## config.mk

```make
export PLATFORM = sky130hd
export DESIGN_NAME = rrhl_cordic_cell
export DESIGN_NICKNAME = d
export VERILOG_FILES = /design/src/sv/rrhl_pkg.sv /design/src/sv/rrhl_cordic_cell.sv
export SDC_FILE = /design/constraint.sdc
export NUM_CORES = 1
export LEC_CHECK = 0
export BUFFER_PORTS_ARGS = -buffer_cell sky130_fd_sc_hd__buf_2
export CAP_MARGIN = 20
export CELL_PAD_IN_SITES_DETAIL_PLACEMENT = 1
export CELL_PAD_IN_SITES_GLOBAL_PLACEMENT = 1
export CORE_MARGIN = 2
export CORE_UTILIZATION = 40
export DETAILED_ROUTE_END_ITERATION = 10
export HOLD_SLACK_MARGIN = 0.02
export PLACE_DENSITY = 0.75
export REMOVE_ABC_BUFFERS = 1
export SLEW_MARGIN = 0
export SYNTH_ARGS = -nofsm -noshare
export SYNTH_HDL_FRONTEND = slang
export SYNTH_SLANG_ARGS = --single-unit
```

## constraint.sdc

```tcl
create_clock -name clk_i -period 25.5 [get_ports clk_i]
set_clock_uncertainty 0.05 [all_clocks]
set_input_delay 5.1 -clock clk_i [delete_from_list [all_inputs] [get_ports clk_i]]
set_output_delay 5.1 -clock clk_i [all_outputs]
set_load 0.005 [all_outputs]
```

## src/sv/rrhl_pkg.sv

```systemverilog
// ----------------------------------------------------------------------------
// rrhl_pkg
// Shared constants, types and arithmetic helpers of the ray/rectangle hit
// locator: fixed-point widths, CORDIC tables, angle folding and rounding.
// ----------------------------------------------------------------------------
package rrhl_pkg;

  localparam int FRAC_BITS    = 16;
  localparam int CORDIC_STEPS = 16;
  localparam int STEP_W       = (CORDIC_STEPS > 1) ? $clog2(CORDIC_STEPS) : 1;

  localparam int CW        = FRAC_BITS + 3;
  localparam int ZW        = 31;
  localparam int ANG_SHIFT = 16;
  localparam int AGW       = 19;
  localparam int VW        = FRAC_BITS + 4;
  localparam int MW        = 2 * VW;
  localparam int PW        = 2 * VW + 2;

  localparam int DW        = 16;
  localparam int TW        = 15;
  localparam int YAW_W     = 16;
  localparam int ALT_W     = 16;
  localparam int AZ_W      = 17;
  localparam int QW        = 16;
  localparam int AW        = DW + VW;
  localparam int REG_IDX_W = 3;

  localparam int NLANE       = 5;
  localparam int LANE_YAW    = 0;
  localparam int LANE_TILT   = 1;
  localparam int LANE_W      = 2;
  localparam int LANE_ALT    = 3;
  localparam int LANE_AZ     = 4;

  localparam int GEOM_STAGES = 10;
  localparam int DIV_STAGES  = QW;

  localparam int FULL_TURN    = 36000;
  localparam int HALF_TURN    = 18000;
  localparam int QUARTER_TURN = 9000;

  localparam logic [DW-1:0]        DIST_RST = DW'(1000);
  localparam logic [DW-1:0]        LEN_RST  = DW'(1400);
  localparam logic [DW-1:0]        HGT_RST  = DW'(800);
  localparam logic signed [TW-1:0] TILT_RST = TW'(-6000);

  localparam longint          RAD_UNITS = 64'sd375493621;
  localparam longint unsigned GAIN_Q32  = 64'd2608131496;
  localparam longint unsigned X0_L =
    (GAIN_Q32 * (64'd1 << FRAC_BITS) + 64'h8000_0000) >> 32;
  localparam logic signed [CW-1:0] CORDIC_X0 = CW'(X0_L);

  localparam longint unsigned PAR_L =
    ((64'd1 << FRAC_BITS) + 64'd500000) / 64'd1000000;
  localparam logic [VW-1:0] PAR_THR = (PAR_L == 0) ? VW'(1) : VW'(PAR_L);

  localparam int ATAN_N = 11;
  localparam longint ATAN_TAB [ATAN_N] = '{
    64'sd294912000, 64'sd174096719, 64'sd91987925, 64'sd46694507,
    64'sd23437865,  64'sd11730358,  64'sd5866610,  64'sd2933484,
    64'sd1466764,   64'sd733385,    64'sd366693
  };

  typedef enum logic [REG_IDX_W-1:0] {
    REG_DISTANCE = 3'd0,
    REG_LENGTH   = 3'd1,
    REG_HEIGHT   = 3'd2,
    REG_TILT     = 3'd3
  } reg_idx_e;

  typedef enum logic [1:0] {
    HIT_INSIDE   = 2'd0,
    HIT_PARALLEL = 2'd1,
    HIT_OUTSIDE  = 2'd2
  } hit_e;

  typedef struct packed {
    hit_e status;
    logic neg_x;
    logic neg_y;
  } tag_t;

  typedef struct packed {
    logic signed [ZW-1:0] z;
    logic                 neg;
  } fold_t;

  function automatic logic signed [ZW-1:0] atan_val(input logic [STEP_W-1:0] i);
    logic [4:0] k;
    longint     t;
    k = 5'(i);
    if (k < 5'(ATAN_N)) t = ATAN_TAB[k[3:0]];
    else t = (RAD_UNITS + (64'sd1 << (k - 5'd1))) >>> k;
    return ZW'(t);
  endfunction

  function automatic fold_t ang_fold(input logic signed [AGW-1:0] a);
    logic signed [AGW-1:0] r;
    fold_t                 f;
    r = a;
    if (r < 0) r = r + AGW'(FULL_TURN);
    if (r < 0) r = r + AGW'(FULL_TURN);
    if (r >= AGW'(FULL_TURN)) r = r - AGW'(FULL_TURN);
    if (r >= AGW'(FULL_TURN)) r = r - AGW'(FULL_TURN);
    if (r >= AGW'(HALF_TURN)) r = r - AGW'(FULL_TURN);
    f.neg = 1'b0;
    if (r > AGW'(QUARTER_TURN)) begin
      r     = r - AGW'(HALF_TURN);
      f.neg = 1'b1;
    end else if (r < -AGW'(QUARTER_TURN)) begin
      r     = r + AGW'(HALF_TURN);
      f.neg = 1'b1;
    end
    f.z = {r[ZW-ANG_SHIFT-1:0], {ANG_SHIFT{1'b0}}};
    return f;
  endfunction

  function automatic logic signed [MW-1:0] mul(input logic signed [VW-1:0] a,
                                               input logic signed [VW-1:0] b);
    return MW'(a) * MW'(b);
  endfunction

  function automatic logic signed [VW-1:0] rnd_q(input logic signed [PW-1:0] v);
    logic signed [PW-1:0] t;
    t = v + PW'(64'sd1 << (FRAC_BITS - 1));
    return t[FRAC_BITS +: VW];
  endfunction

  function automatic logic [VW-1:0] mag(input logic signed [VW-1:0] v);
    return v[VW-1] ? VW'(-v) : VW'(v);
  endfunction

endpackage

```

## src/sv/rrhl_cordic_cell.sv

```systemverilog
// ----------------------------------------------------------------------------
// rrhl_cordic_cell
// One rotation-mode CORDIC iteration on a single angle, registered.
// ----------------------------------------------------------------------------
module rrhl_cordic_cell (
  input  logic                               clk_i,
  input  logic                               en_i,
  input  logic [rrhl_pkg::STEP_W-1:0]        step_i,
  input  logic signed [rrhl_pkg::CW-1:0]     x_i,
  input  logic signed [rrhl_pkg::CW-1:0]     y_i,
  input  logic signed [rrhl_pkg::ZW-1:0]     z_i,
  output logic signed [rrhl_pkg::CW-1:0]     x_o,
  output logic signed [rrhl_pkg::CW-1:0]     y_o,
  output logic signed [rrhl_pkg::ZW-1:0]     z_o
);
  import rrhl_pkg::*;

  logic signed [CW-1:0] dx, dy, x_d, y_d, x_q, y_q;
  logic signed [ZW-1:0] z_d, z_q;

  always_comb begin
    dx = y_i >>> step_i;
    dy = x_i >>> step_i;
    if (!z_i[ZW-1]) begin
      x_d = x_i - dx;
      y_d = y_i + dy;
      z_d = z_i - atan_val(step_i);
    end else begin
      x_d = x_i + dx;
      y_d = y_i - dy;
      z_d = z_i + atan_val(step_i);
    end
  end

  always_ff @(posedge clk_i) begin
    if (en_i) begin
      x_q <= x_d;
      y_q <= y_d;
      z_q <= z_d;
    end
  end

  assign x_o = x_q;
  assign y_o = y_q;
  assign z_o = z_q;

endmodule

```

==> out/metrics.cfg <==
[power_and_ir_drop]
power_density_mw_per_mm2=57.80
p_int_mw=0.3820
power.combinational.fraction=0.502
clkPwrFrac=0.216
power_leakage_nw=4.411
finalPower_mw=0.6268
pwr-share-seq=0.282
power.net_switching_mw=0.2448
vdd.ir_drop.worst_uv=27.42
p_sw_frac=0.3906

[die]
rows=56
fp.coreArea_sq_mm=0.02361
die_width_um=159.6
initial_core_util=0.4100
die_height_um=159.6
fp.dieArea_sq_mm=0.02546
ioPinCount=144

[logic_synthesis]
synth_compound_gate_area_share=0.2126
synth_sequential_area_ratio=0.2140
synthMuxAreaShare=0.1317
syn-cell-area_sq_mm=0.009681
netlist_top_cells_area=sky130_fd_sc_hd__edfxtp_1 (21%), sky130_fd_sc_hd__ha_1 (11%), sky130_fd_sc_hd__xnor2_1 (7.2%)
synth.largest_area_cell=sky130_fd_sc_hd__edfxtp_1
async_reset_ff_frac=0
combinational_family_with_the_most_area_after_synthesis=compound AO/OA/AOI/OAI gates
synth-simple-area-share=0.1771
synth-xor-area-share=0.1030
yosys_cell_types=95
synth_fa_ha_area_frac=0.1135
synth.avg_cell_area_sq_um=8.800
synthDominantCellAreaShare=0.2140
yosys_warnings=0
ys.flop_type=sky130_fd_sc_hd__edfxtp_1
yosys_register_bits=69
synth_enable_flop_cells=69
synthCells=1100

[setup_path]
slowest_delay_ps=610
timing.critical_path.max_delay_family=compound AO/OA/AOI/OAI gates
worst_path_most_repeated_cell=sky130_fd_sc_hd__ha_1
critical_path_arrival_ps=13350
worst-path-buf-inv=4
cp-end-kind=flip-flop
cp-start-kind=primary input
worst_ep_required_time_ps=25650
criticalPathCategory=primary input to flip-flop
critical_path.slowest_cell=sky130_fd_sc_hd__ha_1
worstPathMaxFanout=59

[global_route]
gr-usage-met3=0.03907
globalRouteMet1Util=0.3380
vias_in_the_first_global_route=9109
wire_length_of_the_first_global_routing_pass_um=49060
global_route.usage.total=0.2365
antenna_violations_before_repair=0
maximum_number_of_pins_on_one_net_before_global_route_repair=72
grt.overflow.total=0
global_route.usage.met2=0.3713
busiest_layer_in_global_routing=met2

[final_layout]
utilization=0.4593
post_route_cells_drive_above_1_share=0.1975
area_delta_synth_final_pct=12.02
fin_nets=1366
finalNonFillerCells=1529
num_antenna_cells=0
layout.cell_area.non_filler_sq_mm=0.01084

[sta]
timing_worst_slew_pin_value_ps=1105
fin_tns_setup_ps=0
timing_max_transition_violations_final=0
final.setup.worst_slack_ps=12310
rsz0062_at_grt=false
max_freq_mhz=75.81
holdWs_ps=4995
max_slew_margin=0.2608
fin_crit_share=0.5173
final.min_clock_period_ps=13190
finalHoldViolCount=0
setup_viol_count_final=0

[flow_run]
cap_violations=0

[placement]
count_of_input_and_output_buffers=143
dpl-instance-area_sq_mm=0.01055
place.gp.congestion=0.8881
pre_cts_ws_ps=12040
placed_cells_incl_taps=1513
hpwl_dp_um=23360

[clock_network]
cts.sink_count=69
post_cts_resized=0
tritoncts=built
ctsHoldBuffers=0
ctsLongestPathBuffers=2
post-cts-setup-buffers=0
tritoncts.num_buffers=9
clockRootBuffer=sky130_fd_sc_hd__clkbuf_16
worst_setup_hold_path_clk_slew_ps=60
depth_of_the_cts_h_tree=3

[route]
detail_route.wl_per_cell_um=19.94
drt_wl_total_um=30480
drt_pass1_iterations=5
drt_iter0_drc=807
detail_route.drc_violations=0
route.detailed.vias_per_inst=6.010
vias=9189
antenna_left=0

[worst_hold_path]
min_to=z_o[0]
worstHoldPathType=primary input to flip-flop
min_delay_path_depth=2
hold_path_startpoint=z_i[0]

[run_status]
outcome=finished clean

[cells in the mapped netlist (8+ instances only)]
library cell               number
sky130_fd_sc_hd__nand2b_1      10
sky130_fd_sc_hd__a21o_1        14
sky130_fd_sc_hd__a31oi_1       18
sky130_fd_sc_hd__a21oi_1       95
sky130_fd_sc_hd__mux2_2        15
sky130_fd_sc_hd__edfxtp_1      69
sky130_fd_sc_hd__o21ai_0       68
sky130_fd_sc_hd__clkbuf_1      25
sky130_fd_sc_hd__xor2_1        32
sky130_fd_sc_hd__nor2_1       110
sky130_fd_sc_hd__o211ai_1       8
sky130_fd_sc_hd__nand3_1       19
sky130_fd_sc_hd__buf_4          9
sky130_fd_sc_hd__xnor2_1       80
sky130_fd_sc_hd__mux4_2        25
sky130_fd_sc_hd__nor2b_1       14
sky130_fd_sc_hd__mux4_1        14
sky130_fd_sc_hd__mux2i_1       15
sky130_fd_sc_hd__o21a_1        15
sky130_fd_sc_hd__nand2_1       92
sky130_fd_sc_hd__a211oi_1      11
sky130_fd_sc_hd__or3_1          9
sky130_fd_sc_hd__and3_1        14
sky130_fd_sc_hd__inv_1         42
sky130_fd_sc_hd__buf_2          8
sky130_fd_sc_hd__ha_1          83
sky130_fd_sc_hd__nor3_1        22
[flip-flops by register name (all words and copies together), names as in the netlist]
| register | flops |
|---|---|
| z_o | 31 |
| x_o | 19 |
| y_o | 19 |
[layout by cell type (no fill, tap or decap), types with 7 or more instances in the layout]
cell type                   synthesis  routed
sky130_fd_sc_hd__inv_1             42      42
sky130_fd_sc_hd__buf_2              8     141
sky130_fd_sc_hd__mux4_2            25      25
sky130_fd_sc_hd__a21o_1            14      14
sky130_fd_sc_hd__a31oi_1           18      18
sky130_fd_sc_hd__nand2b_1          10      10
sky130_fd_sc_hd__o211ai_1           8       8
sky130_fd_sc_hd__buf_4              9       7
sky130_fd_sc_hd__a211oi_1          11      11
sky130_fd_sc_hd__xor2_1            32      32
sky130_fd_sc_hd__nor3_1            22      22
sky130_fd_sc_hd__o21a_1            15      15
sky130_fd_sc_hd__mux2_2            15      15
sky130_fd_sc_hd__mux4_1            14      14
sky130_fd_sc_hd__or3_1              9       9
sky130_fd_sc_hd__or2_2              7       7
sky130_fd_sc_hd__edfxtp_1          69      69
sky130_fd_sc_hd__nor2b_1           14      14
sky130_fd_sc_hd__mux2i_1           15      15
sky130_fd_sc_hd__and3_1            14      14
sky130_fd_sc_hd__nand3_1           19      19
sky130_fd_sc_hd__ha_1              83      83
sky130_fd_sc_hd__a21oi_1           95      95
sky130_fd_sc_hd__nor4_1             7       7
sky130_fd_sc_hd__xnor2_1           80      80
sky130_fd_sc_hd__clkbuf_16          0       9
sky130_fd_sc_hd__nand2_1           92      92
sky130_fd_sc_hd__and2_1             7       7
sky130_fd_sc_hd__nor2_1           110     110
sky130_fd_sc_hd__o21ai_0           68      68
[power by group through the flow]
stage / Combinational (mW) / Sequential, mW / Clock [mW]
2_1_floorplan: 0.203 / 0.183 / 0
3_3_place_gp: 0.303 / 0.178 / 0
3_5_place_dp: 0.311 / 0.179 / 0
4_1_cts: 0.314 / 0.177 / 0.137
5_1_grt: 0.349 / 0.180 / 0.142
6_report: 0.315 / 0.177 / 0.136
[how the worst max path moves through the flow]
stage | from | to | slack [ps] | depth (start not counted)
3_5_place_dp | step_i[1] | z_o[30] | 12040 | 30
6_report | step_i[1] | z_o[30] | 12310 | 30
4_1_cts | step_i[1] | z_o[30] | 12360 | 30
5_1_grt | step_i[1] | z_o[30] | 11770 | 30
2_1_floorplan | step_i[1] | z_o[30] | 13950 | 28
3_3_place_gp | step_i[1] | z_o[30] | 12390 | 30
[kinds of logic (layout without fill, tap and decap cells)]
logic type / Yosys count / count (layout)
AOI/OAI and AO/OA: 314 / 314
xor gates and xnor gates: 113 / 113
adders and majority gates: 86 / 86
buffers and inverters: 100 / 210
DFF: 69 / 69
muxes: 71 / 71
and+or+nand+nor: 347 / 347
[area by class of cell]
class	instances	area [sq um]
fillers	2841	12770
clock buffers	9	225.2
well taps	319	399.1
flip-flops and latches	69	2072
clock inverters	7	73.82
repair buffers	148	758.2
multi-input cells	931	7143
inverters	46	172.7
[metal layers]
layer	up-vias	routed length [um]
met2	288	13740
li1	4348	-
met1	4517	14530
met5	-	0
met4	0	564
met3	36	1647
(Power assumes the default switching activity.)
