==> config.mk <==
export PLATFORM = sky130hd
export DESIGN_NAME = rrhl_div_cell
export DESIGN_NICKNAME = d
export VERILOG_FILES = /design/src/sv/rrhl_pkg.sv /design/src/sv/rrhl_div_cell.sv
export SDC_FILE = /design/constraint.sdc
export NUM_CORES = 1
export LEC_CHECK = 0
export ABC_CLOCK_PERIOD_IN_PS = 3300
export BUFFER_PORTS_ARGS = -buffer_cell sky130_fd_sc_hd__buf_4
export CAP_MARGIN = 15
export CELL_PAD_IN_SITES_DETAIL_PLACEMENT = 0
export CELL_PAD_IN_SITES_GLOBAL_PLACEMENT = 1
export CORE_ASPECT_RATIO = 0.8
export CORE_MARGIN = 2
export CORE_UTILIZATION = 38
export CTS_CLUSTER_SIZE = 10
export DETAILED_ROUTE_END_ITERATION = 10
export PLACE_DENSITY_LB_ADDON = 0.1
export SLEW_MARGIN = 20
export SYNTH_ARGS = -nofsm -noshare
export SYNTH_HDL_FRONTEND = slang
export SYNTH_SLANG_ARGS = --single-unit
==> constraint.sdc <==
create_clock -name clk_i -period 3.3 [get_ports clk_i]
set_clock_uncertainty 0.1 [all_clocks]
set_input_delay 0.165 -clock clk_i [delete_from_list [all_inputs] [get_ports clk_i]]
set_output_delay 0.165 -clock clk_i [all_outputs]
set_load 0.01 [all_outputs]
==> src/sv/rrhl_pkg.sv <==
// ----------------------------------------------------------------------------
// rrhl_pkg
// Shared constants, types and arithmetic helpers of the ray/rectangle hit
// locator: fixed-point widths, CORDIC tables, angle folding and rounding.
// ----------------------------------------------------------------------------
package rrhl_pkg;

  localparam int FRAC_BITS    = 16;
  localparam int CORDIC_STEPS = 16;
  localparam int STEP_W       = (CORDIC_STEPS > 1) ? $clog2(CORDIC_STEPS) : 1;

  localparam int CW        = FRAC_BITS + 3;
  localparam int ZW        = 31;
  localparam int ANG_SHIFT = 16;
  localparam int AGW       = 19;
  localparam int VW        = FRAC_BITS + 4;
  localparam int MW        = 2 * VW;
  localparam int PW        = 2 * VW + 2;

  localparam int DW        = 16;
  localparam int TW        = 15;
  localparam int YAW_W     = 16;
  localparam int ALT_W     = 16;
  localparam int AZ_W      = 17;
  localparam int QW        = 16;
  localparam int AW        = DW + VW;
  localparam int REG_IDX_W = 3;

  localparam int NLANE       = 5;
  localparam int LANE_YAW    = 0;
  localparam int LANE_TILT   = 1;
  localparam int LANE_W      = 2;
  localparam int LANE_ALT    = 3;
  localparam int LANE_AZ     = 4;

  localparam int GEOM_STAGES = 10;
  localparam int DIV_STAGES  = QW;

  localparam int FULL_TURN    = 36000;
  localparam int HALF_TURN    = 18000;
  localparam int QUARTER_TURN = 9000;

  localparam logic [DW-1:0]        DIST_RST = DW'(1000);
  localparam logic [DW-1:0]        LEN_RST  = DW'(1400);
  localparam logic [DW-1:0]        HGT_RST  = DW'(800);
  localparam logic signed [TW-1:0] TILT_RST = TW'(-6000);

  localparam longint          RAD_UNITS = 64'sd375493621;
  localparam longint unsigned GAIN_Q32  = 64'd2608131496;
  localparam longint unsigned X0_L =
    (GAIN_Q32 * (64'd1 << FRAC_BITS) + 64'h8000_0000) >> 32;
  localparam logic signed [CW-1:0] CORDIC_X0 = CW'(X0_L);

  localparam longint unsigned PAR_L =
    ((64'd1 << FRAC_BITS) + 64'd500000) / 64'd1000000;
  localparam logic [VW-1:0] PAR_THR = (PAR_L == 0) ? VW'(1) : VW'(PAR_L);

  localparam int ATAN_N = 11;
  localparam longint ATAN_TAB [ATAN_N] = '{
    64'sd294912000, 64'sd174096719, 64'sd91987925, 64'sd46694507,
    64'sd23437865,  64'sd11730358,  64'sd5866610,  64'sd2933484,
    64'sd1466764,   64'sd733385,    64'sd366693
  };

  typedef enum logic [REG_IDX_W-1:0] {
    REG_DISTANCE = 3'd0,
    REG_LENGTH   = 3'd1,
    REG_HEIGHT   = 3'd2,
    REG_TILT     = 3'd3
  } reg_idx_e;

  typedef enum logic [1:0] {
    HIT_INSIDE   = 2'd0,
    HIT_PARALLEL = 2'd1,
    HIT_OUTSIDE  = 2'd2
  } hit_e;

  typedef struct packed {
    hit_e status;
    logic neg_x;
    logic neg_y;
  } tag_t;

  typedef struct packed {
    logic signed [ZW-1:0] z;
    logic                 neg;
  } fold_t;

  function automatic logic signed [ZW-1:0] atan_val(input logic [STEP_W-1:0] i);
    logic [4:0] k;
    longint     t;
    k = 5'(i);
    if (k < 5'(ATAN_N)) t = ATAN_TAB[k[3:0]];
    else t = (RAD_UNITS + (64'sd1 << (k - 5'd1))) >>> k;
    return ZW'(t);
  endfunction

  function automatic fold_t ang_fold(input logic signed [AGW-1:0] a);
    logic signed [AGW-1:0] r;
    fold_t                 f;
    r = a;
    if (r < 0) r = r + AGW'(FULL_TURN);
    if (r < 0) r = r + AGW'(FULL_TURN);
    if (r >= AGW'(FULL_TURN)) r = r - AGW'(FULL_TURN);
    if (r >= AGW'(FULL_TURN)) r = r - AGW'(FULL_TURN);
    if (r >= AGW'(HALF_TURN)) r = r - AGW'(FULL_TURN);
    f.neg = 1'b0;
    if (r > AGW'(QUARTER_TURN)) begin
      r     = r - AGW'(HALF_TURN);
      f.neg = 1'b1;
    end else if (r < -AGW'(QUARTER_TURN)) begin
      r     = r + AGW'(HALF_TURN);
      f.neg = 1'b1;
    end
    f.z = {r[ZW-ANG_SHIFT-1:0], {ANG_SHIFT{1'b0}}};
    return f;
  endfunction

  function automatic logic signed [MW-1:0] mul(input logic signed [VW-1:0] a,
                                               input logic signed [VW-1:0] b);
    return MW'(a) * MW'(b);
  endfunction

  function automatic logic signed [VW-1:0] rnd_q(input logic signed [PW-1:0] v);
    logic signed [PW-1:0] t;
    t = v + PW'(64'sd1 << (FRAC_BITS - 1));
    return t[FRAC_BITS +: VW];
  endfunction

  function automatic logic [VW-1:0] mag(input logic signed [VW-1:0] v);
    return v[VW-1] ? VW'(-v) : VW'(v);
  endfunction

endpackage

==> src/sv/rrhl_div_cell.sv <==
// ----------------------------------------------------------------------------
// rrhl_div_cell
// One restoring-division step: develop one fraction bit of the quotient.
// ----------------------------------------------------------------------------
module rrhl_div_cell (
  input  logic                         clk_i,
  input  logic                         en_i,
  input  logic [rrhl_pkg::AW-1:0]      r_i,
  input  logic [rrhl_pkg::AW-1:0]      d_i,
  input  logic [rrhl_pkg::QW-1:0]      q_i,
  output logic [rrhl_pkg::AW-1:0]      r_o,
  output logic [rrhl_pkg::AW-1:0]      d_o,
  output logic [rrhl_pkg::QW-1:0]      q_o
);
  import rrhl_pkg::*;

  logic [AW:0]   r2;
  logic          take;
  logic [AW-1:0] r_d, r_q, d_q;
  logic [QW-1:0] q_q;

  always_comb begin
    r2   = {r_i, 1'b0};
    take = (r2 >= {1'b0, d_i});
    r_d  = take ? AW'(r2 - {1'b0, d_i}) : r2[AW-1:0];
  end

  always_ff @(posedge clk_i) begin
    if (en_i) begin
      r_q <= r_d;
      d_q <= d_i;
      q_q <= {q_i[QW-2:0], take};
    end
  end

  assign r_o = r_q;
  assign d_o = d_q;
  assign q_o = q_q;

endmodule

==> results.md, run 1 <==
- The run finished with clean final reports.
- In this run the core area contains 38 standard-cell rows.
- The largest driver fanout on the critical path is 5.
- By count the netlist is led by 88 x sky130_fd_sc_hd__edfxtp_1, 56 x sky130_fd_sc_hd__nand2_1, 45 x sky130_fd_sc_hd__o21ai_0, 41 x sky130_fd_sc_hd__inv_1, 36 x sky130_fd_sc_hd__ha_1.
- The synthesized design spends more area on one cell type than any other, namely sky130_fd_sc_hd__edfxtp_1.
- The vertical die dimension is 108 um.
- For this run, the detailed router's first-pass iteration total came to 4.
- sky130_fd_sc_hd__edfxtp_1 is the most common cell in the netlist.
- TritonCTS built the clock tree.
- Setup violations remaining at the end of the flow were counted as 0.
- The via count of the first global-routing pass was 4451.
- After routing, the total negative slack on setup checks comes to 0 ns.
- The most critical setup path has its startpoint at d_i[2].
- The sequential group share of total power is 42.1%.
- The number of max-slew violations in the final report came to 0.
- Port buffering added 176 buffers.
- The detailed-route DRC error count is 0.
- The worst setup path endpoint is r_o[34].
- Counting I/O delays and the setup requirement, the final critical path takes 3.15 ns.
- The cell-internal power is 2.39 mW.
- Each instance of the synthesized netlist takes up on average 10.7 sq um.
- The die area is roughly 15000 sq um.
- The count of nets left with antenna violations once routing finished came out at 0.
- The final worst setup slack is 0.148 ns.
- The wire length of the first global-routing pass is 21.9 mm.
- Per report_power, the clock group accounts for 29.3% of the total.
- The critical path launch point type is a primary input.
- The H-tree generated during clock tree synthesis spans 3 levels.
- Total power for the finished layout comes to 3.37 mW.
- For this configuration, the core starts out at a cell density of 38.5%.
- The number of top-level pins is between 150 and 200.
- The most frequently used flop master after synthesis is sky130_fd_sc_hd__edfxtp_1.
- The end-of-flow core utilization is 57.6%.
- The via count normalized by instance count is 4.90.
- The yosys synthesis warning count is 0.
- The clock transition time at the flip-flop clock pins of the worst setup and hold paths is 0.07 ns.
- The count of distinct cell types in the synthesized netlist is 56.
- The clock drives between 80 and 90 sinks.
- The portion of the post-synthesis area used by sequential elements is around half.
- The final number of hold-violating endpoints is 0.
- In the finished design, the share of the clock period the worst path needs comes to 95.5%.
- The total global routing overflow is 0.
- Entering global routing, the biggest net connects 89 pins.
- The detailed placer's ending HPWL is 10.0 mm.
- The leakage component of the power is 3.34 nW.
- Combinational logic is responsible for 28.6% of the overall power.
- From synthesis to final layout, the design area changed by 49.8%.
- The ratio of total power to cell area is 437 nW/um^2.
- When the netlist entered floorplanning its net count stood at approximately 610.
- The final layout contains between 800 and 900 nets.
- The share of cells above drive strength 1 is 29.8%.
- The congestion estimate from routability-driven global placement came to approximately 0.9.
- The class of the tightest hold or removal check is primary input to flop.
- The die is 134 um wide.
- The type of element capturing the critical path is a flop.
- In this run the power spent charging and discharging nets is about 0.98 mW.
- The floorplan step defined a core boundary enclosing 13400 sq um.
- The number of antenna violations at the first check in global routing came to 0.
- Of the total power, the share spent switching nets is 29.1%.
- The count of inserted antenna diode cells is 0.
- The startpoint-to-endpoint class of the critical path is primary input to flop.
- For the pin with the worst max-slew slack, the measured transition is 0.832 ns.
- The post-placement worst setup slack is roughly 0.28 ns.
- In this run the cell area of the synthesized design comes to 5160 sq um.
- The wire length after detailed routing is between 10 and 15 mm.
- Setup repair after global routing left no endpoint under its margin.
- The largest vdd supply drop is 0.334 mV.
- The starting DRC count in detailed routing is roughly 220.
- The via total after detailed routing is 4521.
- After detailed routing, the average wire length per cell comes to 14.8 um.
- After synthesis, the cell types taking the most area are sky130_fd_sc_hd__edfxtp_1 51%, sky130_fd_sc_hd__ha_1 8.7%, sky130_fd_sc_hd__o21ai_0 4.4%, sky130_fd_sc_hd__nand2_1 4.1%, sky130_fd_sc_hd__a21oi_1 3.1%.
- For the worst setup path, the data arrival time is roughly 3.2 ns.
- The relative slew slack is 44.5%.
- The overall track demand over capacity in global routing is 19.2%.
- After synthesis, the share of flip-flops with an asynchronous set or reset is 0%.
- The clock tree root driver cell is sky130_fd_sc_hd__clkbuf_16.
- The longest clock path from root to sink contains 2 buffers.
- Clock tree synthesis inserted a total of 9 buffers.
- The data required time of the critical path is 3.30 ns.
- Max-cap violations in this run came to 0.
- The number of storage elements in the synthesis netlist is 88.
- The synthesized netlist cell count is 482.
- The synthesized design devotes to its leading area cell type 51.2% of total area.
- The highest attainable clock frequency is 0.317 GHz.
- The number of enable-type register cells in the synthesized netlist is 88.
[flip-flops by register name, summed over array words and instances (netlist names)]
name  count
r_o      36
q_o      16
d_o      36
[cells by family after synthesis]
| family | share of synthesized area, % |
|---|---|
| compound gates | 17.8 |
| simple gates | 12.0 |
| flops | 51.2 |
| buf+inv | 4.49 |
| fa+ha+maj | 9.12 |
| xor+xnor | 4.42 |
| mux | 0.898 |
[layout by cell type, fill, tap and decap left out, drive strengths merged, types with 2 or more instances in the layout]
master	Yosys	final
clkbuf	5	9
inv	42	46
nor4b	2	2
or3	2	2
xnor2	13	13
a211oi	5	5
o21bai	5	5
o21ai	53	53
dlygate4sd3	0	68
o31ai	9	9
a21oi	34	35
nor2	27	27
o31a	5	5
o21a	7	7
clkinvlp	0	3
nand4	5	5
edfxtp	88	88
and4	2	2
a311oi	3	3
mux2i	2	2
a21o	7	7
xor2	13	13
nor2b	2	2
and2	3	3
buf	7	187
nor4	3	3
nand2	56	56
nand3	6	6
mux2	2	2
ha	36	36
nand2b	8	8
a22o	3	3
nor3	8	8
and3	4	4
[power groups by stage]
stage          combinational (mW)  sequential (mW)  clock, mW
6_report                    0.964             1.42      0.989
5_1_grt                      1.07             1.43       1.05
4_1_cts                     0.955             1.42       1.03
3_5_place_dp                0.888             1.44          0
3_3_place_gp                0.881             1.44          0
2_1_floorplan               0.412             1.51          0
[repair_timing]
item / CTS / global route
setup buffers: 0 / 5
endpoints found under the hold margin: 68 / 0
hold buffers: 68 / 0
gates resized for setup: 0 / 3
setup endpoints to repair: 0 / 13
[worst max-delay path, cell delays in order]
cell and delay [ns]:
sky130_fd_sc_hd__dlygate4sd3_1 0.54, sky130_fd_sc_hd__buf_4 0.11, sky130_fd_sc_hd__inv_1 0.03, sky130_fd_sc_hd__ha_1 0.33
sky130_fd_sc_hd__nor2b_1 0.18, sky130_fd_sc_hd__o31a_1 0.28, sky130_fd_sc_hd__o31a_1 0.31, sky130_fd_sc_hd__a21oi_1 0.22
sky130_fd_sc_hd__nor4b_2 0.32, sky130_fd_sc_hd__nor2_1 0.21, sky130_fd_sc_hd__a311oi_1 0.36, sky130_fd_sc_hd__o31ai_2 0.10
[worst min path at each step]
| stage | from | endpoint | slack [ns] | cells after the start |
|---|---|---|---|---|
| after floorplan | d_i[0] | d_o[0] | 0.16 | 0 |
| after detailed placement | q_i[9] | q_o[10] | 0.24 | 1 |
| after global placement | q_i[7] | q_o[8] | 0.24 | 1 |
| after CTS | r_i[1] | r_o[2] | 0.0002 | 3 |
| final | r_i[1] | r_o[2] | 0.02 | 3 |
| after global routing | r_i[15] | r_o[16] | 0.02 | 3 |
[cell type report]
type / instances / area (sq um)
inverters: 42 / 158
multi-input cells: 341 / 2310
repair buffers: 255 / 2100
flip-flops and latches: 88 / 2640
fillers: 1194 / 5680
clock inverters: 7 / 62.6
clock buffers: 9 / 225
well taps: 180 / 225
[stage by stage]
stage	cell area (sq um)	std cells	hold slack, ns
after floorplan	5160	482	0.164
after global routing	7720	922	0.0183
final	7720	922	0.0166
after detailed placement	6690	832	0.244
after CTS	7660	916	0.000215
after global placement	6690	832	0.243
[metal layers]
metal | GRT usage (%) | vias to the layer above | wire [um]
li1 | - | 2288 | -
met1 | 26.9 | 2091 | 6680
met2 | 29.4 | 127 | 5940
met3 | 4.92 | 15 | 828
met4 | 6.09 | 0 | 179
met5 | 0 | - | 0
(Power assumes the default switching activity.)
==> inputs of run 2 (changes only) <==
ABC_CLOCK_PERIOD_IN_PS = 3100   (was 3300)
CORE_MARGIN = 4   (was 2)
SLEW_MARGIN = 25   (was 20)
clock period = 3.1 ns   (was 3.3 ns; I/O delays follow)
==> results.md, run 2 (synthesis results as in run 1) <==
- The die area was 15500 sq um (+6.8%).
- The critical path is of the primary input to flop type.
- The vertical die dimension came to 112 um (+3.7%).
- The slew at the pin closest to its max-slew limit is 0.817 ns (-0.0156 ns).
- The time the worst path needs with I/O delays and setup is 3.03 ns.
- The count of standard-cell rows is 37 (-2.6%).
- In the layout the commonest cells are 183 x sky130_fd_sc_hd__buf_4, 88 x sky130_fd_sc_hd__edfxtp_1, 73 x sky130_fd_sc_hd__dlygate4sd3_1.
- The post-placement worst setup slack came to 0.187 ns (-0.0959 ns).
- The worst setup path is launched from a primary input.
- The cell area after placement is 6690 sq um (-0.13%).
- The most common library cell in the layout ignoring fill and taps is sky130_fd_sc_hd__buf_4.
- TritonCTS built the clock tree.
- The via total after detailed routing is 4552 (+0.69%).
- The wire length after detailed routing came to 14.2 mm (+4.1%).
- In this run the worst hold path is classified as primary input to flop.
- The width of the die is 138 um (+3.0%).
- The number of max-slew violations in the final report is 0 (unchanged).
- The core outline area is 13100 sq um (-2.6%).
- The detailed-route DRC error count is 0 (unchanged).
- The weighted congestion reported at the end of routability-driven placement was 0.866 (-2.5%).
- The type of element capturing the critical path is a flop.
- The wire length of the first global-routing pass was 23.1 mm (+5.7%).
- The number of buffers inserted during clock tree synthesis is 9 (unchanged).
- The total global routing overflow is 0 (unchanged).
- The run finished with clean final reports.
- The area added between synthesis and finish is 54.0%.
- The leakage component of the power is 3.44 nW (+2.9%).
- The number of antenna violations at the first check in global routing came to 0 (unchanged).
- The share of cells above drive strength 1 is 30.7% (+0.87 points).
- The largest driver fanout on the critical path was 38 (+33).
- The count of nets left with antenna violations after detail routing is 0 (unchanged).
- The final-layout fill cell count is 1119 (-6.3%).
- The count of maximum capacitance violations is 0 (unchanged).
- The detailed placer's ending HPWL is 10.2 mm (+2.0%).
- The level count of the clock H-tree is 3 (unchanged).
- The relative slew slack is 45.6% (+1.0 points).
- The data arrival time of the critical path is 3.04 ns (-0.11 ns).
- The clock sink count was 88 (unchanged).
- The tree is rooted in a sky130_fd_sc_hd__clkbuf_16.
- The post-route standard cell area excluding fillers was 7940 sq um (+2.8%).
- The final worst setup slack is 0.0659 ns (-0.0822 ns).
- The number of top-level pins is 178 (unchanged).
- The via count normalized by instance count is 4.94 (+0.69%).
- The overall track demand over capacity in global routing is 18.2% (-1.0 points).
- The count of input and output buffers is 176 (unchanged).
- The count of final setup violators is 0 (unchanged).
- The via count of the first global-routing pass came to 4690 (+5.4%).
- The number of iterations in the first detailed-routing pass is 4 (unchanged).
- The largest vdd supply drop came to 0.382 mV (+14%).
- The end-of-flow core utilization was 60.8% (+3.2 points).
- The worst-case clock buffer depth is 2 (unchanged).
- The data required time of the critical path is 3.10 ns (-0.20 ns).
- The total number of nets in the final design is 869 (+0.58%).
- The ratio of total power to cell area is 484 nW/um^2 (+11%).
- Dividing the final minimum period by the clock period gives between 90% and 100%.
- The pin count of the biggest net entering global routing is 89 (unchanged).
- The effective utilization at floorplan was 39.5% (+1.0 points).
- The average wire per standard cell was 15.4 um (+4.1%).
- The final number of hold-violating endpoints is 0 (unchanged).
- The starting DRC count in detailed routing was 194 (-11%).
- For this run, the top clock speed supported by timing is 0.330 GHz.
- The clock transition time at the flip-flop clock pins of the worst setup and hold paths came to 0.07 ns (about the same).
- The count of inserted antenna diode cells is 0 (unchanged).
-- run 2: path summary, 6_finish.rpt --
path	start	slack, ns	cells after the start	to
max	d_i[1]	0.07	13	r_o[31]
min	r_i[10]	0.01	3	r_o[11]
-- run 2: repair_timing --
item / in CTS / in global routing
hold buffers: 73 / 0
setup buffers: 0 / 7
gates resized for setup: 0 / 15
hold endpoints to repair: 73 / 0
setup endpoints to repair: 0 / 10
-- run 2: layout make-up --
type	instances	area, sq um	area share [%]
multi-input cells	340	2370	29.9
clock inverters	7	125	1.58
flip-flops and latches	88	2640	33.3
repair buffers	261	2200	27.7
inverters	42	158	1.98
well taps	175	219	2.76
clock buffers	9	225	2.84
-- run 2: routing by layer --
layer	routed length [um]	vias to the layer above	global-route usage, %
li1	-	2293	-
met4	206	0	5.13
met1	6540	2121	23.7
met3	860	15	6.18
met2	6580	123	29.2
met5	0	-	0
-- run 2: report_power, final --
part | internal (mW) | total, mW | switching, mW
Combinational | 0.532 | 1.06 | 0.526
Sequential | 1.48 | 1.51 | 0.0358
Clock | 0.797 | 1.27 | 0.476
Total | 2.81 | 3.84 | 1.04
-- run 2: metrics by stage --
| step | power [mW] | instances | TNS [ns] | hold slack, ns |
|---|---|---|---|---|
| after global placement | 2.47 | 825 | 0 | 0.233 |
| after detailed placement | 2.48 | 825 | 0 | 0.234 |
| after global routing | 4.06 | 922 | -0.0298 | 0.00474 |
| final | 3.84 | 922 | 0 | 0.0115 |
| after CTS | 3.85 | 914 | 0 | 0.000388 |
| after floorplan | 2.05 | 482 | 0 | 0.154 |
-- run 2: critical path, stage by stage --
cell                            delay, ns
sky130_fd_sc_hd__dlygate4sd3_1       0.54
sky130_fd_sc_hd__buf_4               0.16
sky130_fd_sc_hd__inv_2               0.06
sky130_fd_sc_hd__ha_4                0.19
sky130_fd_sc_hd__nor2b_1             0.15
sky130_fd_sc_hd__o31a_1              0.35
sky130_fd_sc_hd__o311a_1             0.41
sky130_fd_sc_hd__o21ai_4             0.20
sky130_fd_sc_hd__a21oi_4             0.10
sky130_fd_sc_hd__a21oi_4             0.22
sky130_fd_sc_hd__buf_12              0.23
sky130_fd_sc_hd__a211oi_1            0.07
sky130_fd_sc_hd__a22o_1              0.20
